### src/hw/rtl/ffsa_pkg.sv
`default_nettype none
// ----------------------------------------------------------------------------
// ffsa_pkg: shared types and codes of the first-fit segment allocator
// Segment entry layout, result status codes, controller commands and the
// status bundle that the datapath returns to the controller.
// ----------------------------------------------------------------------------
package ffsa_pkg;

    localparam int W_OFS  = 26;
    localparam int W_ADDR = 25;
    localparam int W_CALC = 28;

    localparam logic [W_OFS-1:0] HEAP_DEFAULT = 26'd33554432;

    // result status codes
    localparam logic [1:0] ST_OK    = 2'd0;
    localparam logic [1:0] ST_NOFIT = 2'd1;
    localparam logic [1:0] ST_FULL  = 2'd2;
    localparam logic [1:0] ST_BAD   = 2'd3;

    // one segment of the table
    typedef struct packed {
        logic [W_OFS-1:0] start;
        logic [W_OFS-1:0] bytes;
        logic             used;
    } t_seg;

    // controller to datapath commands
    typedef logic [4:0] t_cmd;
    localparam t_cmd CMD_NOP     = 5'd0;
    localparam t_cmd CMD_INIT    = 5'd1;
    localparam t_cmd CMD_CAPTURE = 5'd2;
    localparam t_cmd CMD_NOFIT   = 5'd3;
    localparam t_cmd CMD_BAD     = 5'd4;
    localparam t_cmd CMD_RD0     = 5'd5;
    localparam t_cmd CMD_NEXT    = 5'd6;
    localparam t_cmd CMD_TAKE    = 5'd7;
    localparam t_cmd CMD_FULL    = 5'd8;
    localparam t_cmd CMD_SPLIT   = 5'd9;
    localparam t_cmd CMD_SHR     = 5'd10;
    localparam t_cmd CMD_SPW1    = 5'd11;
    localparam t_cmd CMD_SPW2    = 5'd12;
    localparam t_cmd CMD_FMATCH  = 5'd13;
    localparam t_cmd CMD_FPREV   = 5'd14;
    localparam t_cmd CMD_FNEXT   = 5'd15;
    localparam t_cmd CMD_FWR     = 5'd16;
    localparam t_cmd CMD_FSHL    = 5'd17;
    localparam t_cmd CMD_FFIN    = 5'd18;
    localparam t_cmd CMD_RESP    = 5'd19;

    // datapath to controller status
    typedef struct packed {
        logic is_free;
        logic addr_null;
        logic zero_size;
        logic used;
        logic fit_whole;
        logic fit_split;
        logic full;
        logic last;
        logic match;
        logic need_shr;
        logic shr_more;
        logic has_shl;
        logic shl_more;
        logic out_free;
    } t_dp_status;

endpackage
`default_nettype wire

### src/hw/rtl/ffsa_ctrl.sv
`default_nettype none
// ----------------------------------------------------------------------------
// ffsa_ctrl: allocator sequencer
// Steps the datapath through the table walk, the entry shifts of a split or
// a merge, and the hand-over of each result item.
// ----------------------------------------------------------------------------
module ffsa_ctrl (
    input  wire logic                 i_clk,
    input  wire logic                 i_rst_n,
    input  wire logic                 i_req_valid,
    output logic                      o_req_stall,
    input  wire ffsa_pkg::t_dp_status i_dp_status,
    output ffsa_pkg::t_cmd            o_cmd
);
    import ffsa_pkg::*;

    localparam logic [3:0] S_INIT  = 4'd0;
    localparam logic [3:0] S_IDLE  = 4'd1;
    localparam logic [3:0] S_DISP  = 4'd2;
    localparam logic [3:0] S_AEVAL = 4'd3;
    localparam logic [3:0] S_SHR   = 4'd4;
    localparam logic [3:0] S_SPW1  = 4'd5;
    localparam logic [3:0] S_SPW2  = 4'd6;
    localparam logic [3:0] S_FEVAL = 4'd7;
    localparam logic [3:0] S_FPREV = 4'd8;
    localparam logic [3:0] S_FNEXT = 4'd9;
    localparam logic [3:0] S_FWR   = 4'd10;
    localparam logic [3:0] S_FSHL  = 4'd11;
    localparam logic [3:0] S_FFIN  = 4'd12;
    localparam logic [3:0] S_RESP  = 4'd13;

    logic [3:0] r_state, n_state;
    t_dp_status st;

    assign st          = i_dp_status;
    assign o_req_stall = (r_state != S_IDLE);

    // next state and command
    always_comb begin
        n_state = r_state;
        o_cmd   = CMD_NOP;
        case (r_state)
            S_INIT: begin
                o_cmd   = CMD_INIT;
                n_state = S_IDLE;
            end
            S_IDLE: begin
                if (i_req_valid) begin
                    o_cmd   = CMD_CAPTURE;
                    n_state = S_DISP;
                end
            end
            S_DISP: begin
                if (st.is_free) begin
                    if (st.addr_null) begin
                        n_state = S_RESP;
                    end else begin
                        o_cmd   = CMD_RD0;
                        n_state = S_FEVAL;
                    end
                end else if (st.zero_size) begin
                    o_cmd   = CMD_NOFIT;
                    n_state = S_RESP;
                end else begin
                    o_cmd   = CMD_RD0;
                    n_state = S_AEVAL;
                end
            end
            S_AEVAL: begin
                if (st.fit_whole) begin
                    o_cmd   = CMD_TAKE;
                    n_state = S_RESP;
                end else if (st.fit_split) begin
                    if (st.full) begin
                        o_cmd   = CMD_FULL;
                        n_state = S_RESP;
                    end else begin
                        o_cmd   = CMD_SPLIT;
                        n_state = st.need_shr ? S_SHR : S_SPW1;
                    end
                end else if (st.last) begin
                    o_cmd   = CMD_NOFIT;
                    n_state = S_RESP;
                end else begin
                    o_cmd = CMD_NEXT;
                end
            end
            S_SHR: begin
                o_cmd = CMD_SHR;
                if (!st.shr_more) begin
                    n_state = S_SPW1;
                end
            end
            S_SPW1: begin
                o_cmd   = CMD_SPW1;
                n_state = S_SPW2;
            end
            S_SPW2: begin
                o_cmd   = CMD_SPW2;
                n_state = S_RESP;
            end
            S_FEVAL: begin
                if (st.match) begin
                    if (!st.used) begin
                        o_cmd   = CMD_BAD;
                        n_state = S_RESP;
                    end else begin
                        o_cmd   = CMD_FMATCH;
                        n_state = S_FPREV;
                    end
                end else if (st.last) begin
                    o_cmd   = CMD_BAD;
                    n_state = S_RESP;
                end else begin
                    o_cmd = CMD_NEXT;
                end
            end
            S_FPREV: begin
                o_cmd   = CMD_FPREV;
                n_state = S_FNEXT;
            end
            S_FNEXT: begin
                o_cmd   = CMD_FNEXT;
                n_state = S_FWR;
            end
            S_FWR: begin
                o_cmd   = CMD_FWR;
                n_state = st.has_shl ? S_FSHL : S_FFIN;
            end
            S_FSHL: begin
                o_cmd = CMD_FSHL;
                if (!st.shl_more) begin
                    n_state = S_FFIN;
                end
            end
            S_FFIN: begin
                o_cmd   = CMD_FFIN;
                n_state = S_RESP;
            end
            S_RESP: begin
                if (st.out_free) begin
                    o_cmd   = CMD_RESP;
                    n_state = S_IDLE;
                end
            end
            default: begin
                n_state = S_INIT;
            end
        endcase
    end

    // hold state
    always_ff @(posedge i_clk) begin
        if (!i_rst_n) begin
            r_state <= S_INIT;
        end else begin
            r_state <= n_state;
        end
    end

endmodule
`default_nettype wire

### config.mk
export PLATFORM = sky130hd
export DESIGN_NAME = ffsa_ctrl
export DESIGN_NICKNAME = d
export VERILOG_FILES = /design/src/hw/rtl/ffsa_pkg.sv /design/src/hw/rtl/ffsa_ctrl.sv
export SDC_FILE = /design/constraint.sdc
export NUM_CORES = 1
export LEC_CHECK = 0
export BUFFER_PORTS_ARGS = -buffer_cell sky130_fd_sc_hd__buf_2
export CAP_MARGIN = 15
export CORE_UTILIZATION = 34
export DETAILED_ROUTE_END_ITERATION = 16
export GPL_TIMING_DRIVEN = 0
export PLACE_DENSITY = 0.64
export SKIP_LAST_GASP = 1
export SYNTH_ARGS = -nofsm -noshare
export SYNTH_HDL_FRONTEND = slang
export SYNTH_SLANG_ARGS = --single-unit
### constraint.sdc
create_clock -name i_clk -period 3.7 [get_ports i_clk]
set_clock_uncertainty 0.1 [all_clocks]
set_input_delay 0 -clock i_clk [delete_from_list [all_inputs] [get_ports i_clk]]
set_output_delay 0 -clock i_clk [all_outputs]
set_load 0.01 [all_outputs]
==> run summary, run 1 <==
Status: complete, no violations
Reg power frac: 12.9%
Syn avg cell area: 7.29 sq um
Synth Flop Type: dfxtp_1
Synth area leader: dfxtp_1
Inst Count DP: 153
Fin cells: 158
GRT Residual Overflow: 0
Gate Count Post-Synth: 105
Critical path capture point type: flip-flop
Layout cells sized above 1: 31.3%
Drt wl/cell: 14.9 microns
Final Setup Violations: 0
Worst path max stage delay: 570 ps
Clock slew at reported path FFs: 30 ps
Core area: 2040 sq um
Combinational power share: 80.2%
Layout area overhead: 23.7%
DRT Wirelength: 2350 microns
Seq/Total Area, Yosys: 10.5%
Critical Path Start Type: flip-flop
Hold Crit Class: in -> reg
CTS Sinks: 4
RSZ-0062 raised after global routing: false
Final Max Tran Viols: 0
Vias in the first global route: 907
Nets: 150
Crit share post-route: 50.4%
Cts repair resizes: 0
Via count: 997
Synth area leaders: dfxtp_1 10%, a21oi_1 5.9%, buf_4 5.9%
CP delay by family, top: buffers and inverters
Max Cap Viol: 0
Clock latency on the worst-skew pair: 230 ps
Antenna Cells: 0
Cts bufs inserted: 3
# rows: 16
Post-synth EDFFs: 0
Final core utilization: 46.4%
Sum Neg Setup Slack: 0 ps
Synth Warn #: 0
Largest registers: r_state: 4 flops
Max reg flops: 4
Largest Register: r_state
Root Buffer: clkbuf_4
CP bufs+invs: 3
Maximum clock frequency: 0.536 GHz
Num ports: 23
# DRC: 0
First-pass GRT wire length: 3960 microns
Synth top area share: 10.5%
Final Hold Fails: 0
CTS tree: done
PnR worst setup slack: 1840 ps
Req. time, crit path: 3760 ps
P_leak: 0.369 nW
CP max-delay cell: dlygate4sd3_1
Drt via density: 6.31
Netlist Area Pre-Place: 766 sq um
Unique masters post-synth: 47
DRT iter0 DRCs: 50
VDD IR max: 0.302 mV
Critical Path AT: 1920 ps
Synth top cells by count: 9 x a21oi_1, 6 x buf_4, 6 x nor2_1
Fraction of registers with async set/reset: 0%
Levels on crit path: 5
Die X: 49.5 microns
Synth Net Count: 122
Internal power: 362 uW
Psw: 374 uW
Starting Density: 37.5%
Die area: 2450 sq um
Crit path cell chain: buf_4, buf_2, nand4_1, dlygate4sd3_1, o2bb2ai_1
#FFs+latches synth: 4
Overall routing resource usage: 20.5%
R2R cell count: 5
Critical path class: reg -> reg
Crit-path max FO: 10
Dpl ws: 2160 ps
Rel. slew slack: 71.5%
Clock Path Buffers: 2
Cell count of the worst hold path: 4
Worst slew pin tran: 422 ps
Pwr Density: 777 nW/um^2
GPL Wtd Cong: 0.906
Sw Share: 50.9%
Port Buffers: 21
H-Tree Depth: 1
Post-CTS Setup Inserts: 0
DP HPWL: 1770 microns
TritonRoute pass-1 iters: 4
Die H: 49.5 microns
Final critical-path required period: 1860 ps
Clock Power Share: 6.9%
Largest net degree at the start of global routing: 11
ANT nets after route: 0
Antenna violations before repair: 0
Most common cell in the synthesized netlist: a21oi_1
[per-stage QoR]
step                hold slack, ps  cell area (sq um)  total power [mW]
finish                        59.4                947             0.736
global route                  57.7                947             0.804
CTS                           46.6                947             0.730
detailed placement             225                905             0.673
global placement               230                905             0.669
floorplan                     76.7                766             0.516
[metal layers]
layer,GRT usage [%],part of all wire (%),vias up
met5,0,0,-
met4,9.05,1.3,0
met3,4.63,8.7,6
met2,33.6,47,61
met1,25.4,43,462
li1,-,-,468
[power by group through the flow]
stage	Clock (mW)	Sequential [mW]	Combinational [mW]
global placement	0	0.0951	0.574
finish	0.0506	0.0951	0.591
CTS	0.0539	0.0941	0.582
detailed placement	0	0.0944	0.579
floorplan	0	0.0836	0.433
global route	0.0613	0.0996	0.644
[worst reg2reg max path, delay by kind of cell (launching register included)]
family	cells	cell delay, ps
DFF	1	430
buffers and inverters	3	1040
AOI/OAI and AO/OA	1	130
and+or+nand+nor	1	100
[cell families after synthesis]
| logic type | count (synthesis) | synth area share [%] |
|---|---|---|
| buffers and inverters | 13 | 10.8 |
| AOI/OAI and AO/OA | 47 | 45.4 |
| muxes | 1 | 1.47 |
| xor gates and xnor gates | 1 | 1.14 |
| and+or+nand+nor | 39 | 30.7 |
| DFF | 4 | 10.5 |
[worst paths after layout]
path	slack, ps	endpoint	start
worst max-delay path	1840	r_state[1]	r_state[3]
worst min-delay path	60	r_state[0]	i_dp_status[2]
worst max register to register	1840	r_state[1]	r_state[3]
worst min register to register	550	r_state[1]	r_state[1]
[area by class of cell]
cell class,count,area (sq um)
tap,27,33.8
buffer,10,71.3
inverter,3,11.3
clock buffer,3,22.5
multi-input combinational,88,603
fill,221,1090
sequential,4,80.1
timing repair buffer,23,125
[cell usage in the layout, fill, tap and decap left out, types with 2 or more instances in the layout]
cell type	n
a22o_1	4
nand4_1	3
o211ai_1	5
inv_1	3
dlygate4sd3_1	2
nor2_1	6
o21ai_1	2
a31oi_1	2
nand2b_1	5
a2bb2oi_1	2
buf_4	6
o31ai_1	2
a211oi_1	2
o2bb2ai_1	3
nand3b_1	2
nor2b_1	2
a21oi_1	9
o21ai_0	4
dfxtp_1	4
nand3_1	2
or3_1	4
buf_2	24
nand2_1	5
clkbuf_4	3
[timing repair]
item	CTS	global route
setup endpoints to repair	0	0
hold buffers	2	0
hold endpoints to repair	1	0
No activity file was read; power rests on OpenSTA's default activity.
==> inputs of run 2 (changes only) <==
ABC_AREA = 1   (was not set)
PLACE_DENSITY = 0.67   (was 0.64)
clock period = 1.7 ns   (was 3.7 ns; I/O delays follow)
==> run summary, run 2 <==
Post-CTS Setup Inserts: 0
Clock latency on the worst-skew pair: 240 ps
Psw: 733 uW
Met1 GRT Util: 26.2%
Overall routing resource usage: 20.0%
CP startpoint: r_state[0]
Maximum clock frequency: 0.626 GHz
Max reg flops: 4
First-pass GRT wire length: 3080 microns
Largest Register: r_state
Die area: 2180 sq um
Clock Power Share: 8.8%
Total Power: 1.32 mW
Critical Path Start Type: flip-flop
Fin Hold WS: 122 ps
Root Buffer: clkbuf_4
Final critical-path required period: 1600 ps
Met3 Use GR: 1.54%
Layout cells sized above 1: 29.0%
RSZ-0062 raised after global routing: true
Global route hottest layer: met2
GPL Wtd Cong: 0.911
Fin cells: 187
CP max-delay cell: dfxtp_2
Most common cell in the synthesized netlist: nand2_1
Critical path class: reg -> out
Worst slew pin tran: 282 ps
Clock Path Buffers: 2
Syn avg cell area: 5.04 sq um
P_leak: 0.490 nW
Netlist Area Pre-Place: 681 sq um
PnR worst setup slack: 103 ps
Most common cell after layout, fill and taps aside: nand2_1
Hold Crit Class: in -> reg
Synth area leaders: nand2_1 20%, nor2_1 13%, dfxtp_1 12%
Crit path cell chain: nand2_1, nor2_4, inv_2, o311ai_0, buf_2
Combinational power share: 74.7%
ANT nets after route: 0
Critical Path AT: 1500 ps
Via count: 949
Antenna Cells: 0
Fraction of registers with async set/reset: 0%
Clock slew at reported path FFs: 30 ps
Max Cap Viol: 0
Inst Count DP: 182
Crit-path max FO: 8
Rel. slew slack: 81.0%
GRT Residual Overflow: 0
DRT Wirelength: 1970 microns
R2R cell count: 9
VDD IR max: 0.696 mV
Starting Density: 37.8%
Critical Path End: o_cmd[3]
Req. time, crit path: 1600 ps
R2r startpoint: r_state[1]
DRT iter0 DRCs: 23
Sw Share: 55.4%
Crit share post-route: 93.9%
Gate Count Post-Synth: 135
Post-synth EDFFs: 0
Cts bufs inserted: 3
Antenna violations before repair: 0
Synth area leader: nand2_1
Dpl ws: 139 ps
Nets: 181
Die X: 46.7 microns
Most frequent cells in the layout: 36 x nand2_1, 23 x nor2_1, 22 x buf_2
Synth Warn #: 0
CTS tree: done
Status: complete, no violations
Port Buffers: 22
Met2 usage in global routing: 32.8%
Core area: 1800 sq um
Crit Reg-Reg Endpoint: r_state[0]
#FFs+latches synth: 4
DP HPWL: 1670 microns
Layout area overhead: 31.2%
Internal power: 590 uW
Final Setup Violations: 0
Largest registers: r_state: 4 flops
Drt wl/cell: 10.5 microns
# DRC: 0
TritonRoute pass-1 iters: 4
Pwr Density: 1480 nW/um^2
Num ports: 23
# rows: 15
Reg power frac: 16.5%
Final Max Tran Viols: 0
Synth Flop Type: dfxtp_1
Critical path capture point type: output pin
Synth top area share: 20.4%
Die H: 46.7 microns
CTS Sinks: 4
Seq/Total Area, Yosys: 11.8%
Synth top cells by count: 37 x nand2_1, 23 x nor2_1, 19 x inv_1
Synth Net Count: 152
Final Hold Fails: 0
H-Tree Depth: 1
R2r setup slk: 190 ps
Worst path max stage delay: 390 ps
Unique masters post-synth: 23
Drt via density: 5.07
Vias in the first global route: 776
Largest net degree at the start of global routing: 9
## run 2: cell count changes after synthesis, sizes merged, moves of 6 or more
cell / previous run / this run
nand2: 5 / 40
nor2: 6 / 28
inv: 3 / 22
buf: 10 / 0
nand3: 2 / 10
o21ai: 6 / 12
## run 2: cell type report
cell class	instances	area (sq um)
Clock buffer	3	22.5
Fill cell	217	908
Inverter	23	87.6
Multi-Input combinational cell	108	536
Sequential cell	4	86.3
Tap cell	25	31.3
Timing Repair Buffer	24	130
## run 2: per-layer routing
metal,wire length [microns],part of all wire [%],vias to the layer above
met3,88,4.5,5
met4,37,1.9,0
met5,0,0,-
met2,880,45,33
li1,-,-,500
met1,963,49,411
## run 2: kinds of logic after synthesis
kind of cell | count (synthesis) | share of synthesized area, %
buffers and inverters | 23 | 12.9
AND/OR/NAND/NOR | 82 | 52.8
flip-flops | 4 | 11.8
AO/OA/AOI/OAI | 26 | 22.6
## run 2: how the worst min path moves through the flow
stage,startpoint,endpoint,slack (ps),cells after the start
2_1_floorplan,i_req_valid,o_cmd[1],40,2
3_3_place_gp,i_rst_n,r_state[2],180,3
3_5_place_dp,i_rst_n,r_state[3],190,3
4_1_cts,i_dp_status[10],r_state[0],120,6
5_1_grt,i_req_valid,r_state[3],160,4
6_report,i_dp_status[10],r_state[0],120,6
## run 2: power groups by stage
| stage | Sequential [mW] | Combinational (mW) | Clock [mW] |
|---|---|---|---|
| 3_3_place_gp | 0.204 | 0.918 | 0 |
| 4_1_cts | 0.207 | 0.945 | 0.121 |
| 3_5_place_dp | 0.204 | 0.937 | 0 |
| 6_report | 0.218 | 0.988 | 0.116 |
| 5_1_grt | 0.228 | 1.11 | 0.133 |
| 2_1_floorplan | 0.186 | 0.675 | 0 |
## run 2: repair_timing
item                       CTS  global route
setup endpoints to repair    2             4
hold endpoints to repair     4             0
gates resized for setup      3             7
hold buffers                 2             0
## run 2: critical path, delay by kind of cell (launching register included)
family,cells,cell delay (ps)
flip-flops,1,390
AND/OR/NAND/NOR,2,370
AO/OA/AOI/OAI,1,270
buffers and inverters,2,240
## run 2: metrics by stage
stage | TNS, ps | util [%] | instance area [sq um]
5_1_grt | -10.5 | 49.6 | 893
2_1_floorplan | 0 | - | 681
3_3_place_gp | 0 | 45.6 | 822
3_5_place_dp | 0 | 45.6 | 822
4_1_cts | 0 | 48.4 | 872
6_report | 0 | 49.6 | 893
==> inputs of run 3 (changes only) <==
PLACE_DENSITY = 0.65   (was 0.67)
clock period = 1.67 ns   (was 1.7 ns; I/O delays follow)
==> run summary, run 3 (synthesis results as in run 2) <==
Status: complete, no violations
Area occupied by multi-input gates: 531 sq um
Largest Register: r_state
R2R cell count: 9
CTS Sinks: 4
Clock latency on the worst-skew pair: 230 ps
Largest registers: r_state: 4 flops
Hold Crit Class: in -> reg
ANT nets after route: 0
TritonRoute pass-1 iters: 4
CP max-delay cell: dfxtp_1
Antenna Cells: 0
DRT iter0 DRCs: 29
Critical Path AT: 1490 ps
Critical path capture point type: output pin
Largest net degree at the start of global routing: 9
Clock slew at reported path FFs: 40 ps
First-pass GRT wire length: 3110 microns
Drt via density: 4.98
# rows: 15
Pwr Density: 1510 nW/um^2
Max Cap Viol: 0
Worst path max stage delay: 370 ps
Crit-path max FO: 5
Maximum clock frequency: 0.629 GHz
Worst slew pin tran: 285 ps
Via count: 937
Filler cell count: 199
Dpl ws: 76.9 ps
Overall routing resource usage: 19.3%
Cell area after layout: 893 sq um
DP HPWL: 1680 microns
CTS tree: done
PnR worst setup slack: 80.9 ps
Critical Path Start Type: flip-flop
Crit path cell chain: inv_2, nand2_1, inv_1, nand2_2, nand2_1, nor2_1, o311ai_1, buf_2
Cts bufs inserted: 3
Die area: 2180 sq um
Final Hold Fails: 0
Max reg flops: 4
Die H: 46.7 microns
Layout cells sized above 1: 28.8%
Most common cell after layout, fill and taps aside: nand2_1
Final Max Tran Viols: 0
Most frequent cells in the layout: 36 x nand2_1, 23 x nor2_1, 22 x buf_2
Die X: 46.7 microns
Root Buffer: clkbuf_4
DRT Wirelength: 2000 microns
Clock Path Buffers: 2
CP dominant cell by count: nand2_1
VDD IR max: 0.753 mV
Sequential cell area: 83.8 sq um
Antenna violations before repair: 0
Final Setup Violations: 0
# DRC: 0
GRT Residual Overflow: 0
Final critical-path required period: 1590 ps
Core area: 1800 sq um
GPL Wtd Cong: 0.924
Rel. slew slack: 81.0%
Vias in the first global route: 798
Num ports: 23
Crit share post-route: 95.2%
Drt wl/cell: 10.6 microns
Final core utilization: 49.6%
Layout area overhead: 31.2%
Starting Density: 37.8%
H-Tree Depth: 1
RSZ-0062 raised after global routing: true
Nets: 182
Critical path class: reg -> out
DP Area: 822 sq um
Cell count of the worst hold path: 6
Port Buffers: 22
Req. time, crit path: 1570 ps
P_leak: 0.496 nW
-- run 3: worst max-delay path, delay by kind of cell (launching register included) --
kind	cells	cell delay [ps]
compound gates	1	110
simple gates	4	410
buf+inv	3	360
flops	1	370
-- run 3: final cells by class --
class                      count  area share, %
multi-input combinational    108           59.4
timing repair buffer          25           15.4
sequential                     4           9.38
tap                           25           3.50
inverter                      23           9.80
clock buffer                   3           2.52
-- run 3: path summary, 6_finish.rpt --
kind / from / to / slack, ps
hold reg to reg: r_state[2] / r_state[2] / 420
setup reg to reg: r_state[1] / r_state[0] / 140
setup / recovery: r_state[2] / o_cmd[3] / 80
hold / removal: i_dp_status[10] / r_state[0] / 150
-- run 3: report_power, final --
group	internal (mW)	total [mW]	switching, mW
sequential	0.147	0.221	0.0739
combinational	0.370	1.01	0.642
clock	0.0800	0.113	0.0333
total	0.597	1.35	0.749
-- run 3: per-stage QoR --
step                      hold slack, ps  TNS (ps)  power [mW]  instances
final                                149         0        1.35        188
after global routing                 164    -0.470        1.48        188
after CTS                            133     -13.5        1.30        187
after detailed placement             198         0        1.16        182
after global placement               183         0        1.14        182
after floorplan                     43.2         0       0.877        135
-- run 3: metal layers --
| layer | wire length (microns) | share of wire (%) | up-vias | global-route usage (%) |
|---|---|---|---|---|
| met5 | 0 | 0 | - | 0 |
| met4 | 14 | 0.70 | 0 | 6.29 |
| met3 | 108 | 5.4 | 2 | 0.385 |
| met2 | 927 | 46 | 33 | 32.8 |
| met1 | 951 | 48 | 402 | 26.6 |
| li1 | - | - | 500 | - |
-- run 3: what timing repair did --
action,CTS,global route
gates cloned,0,0
hold endpoints to repair,4,0
pin swaps,0,1
resized for setup,4,5
setup endpoints to repair,1,3
setup buffers,0,1
hold buffers,2,0
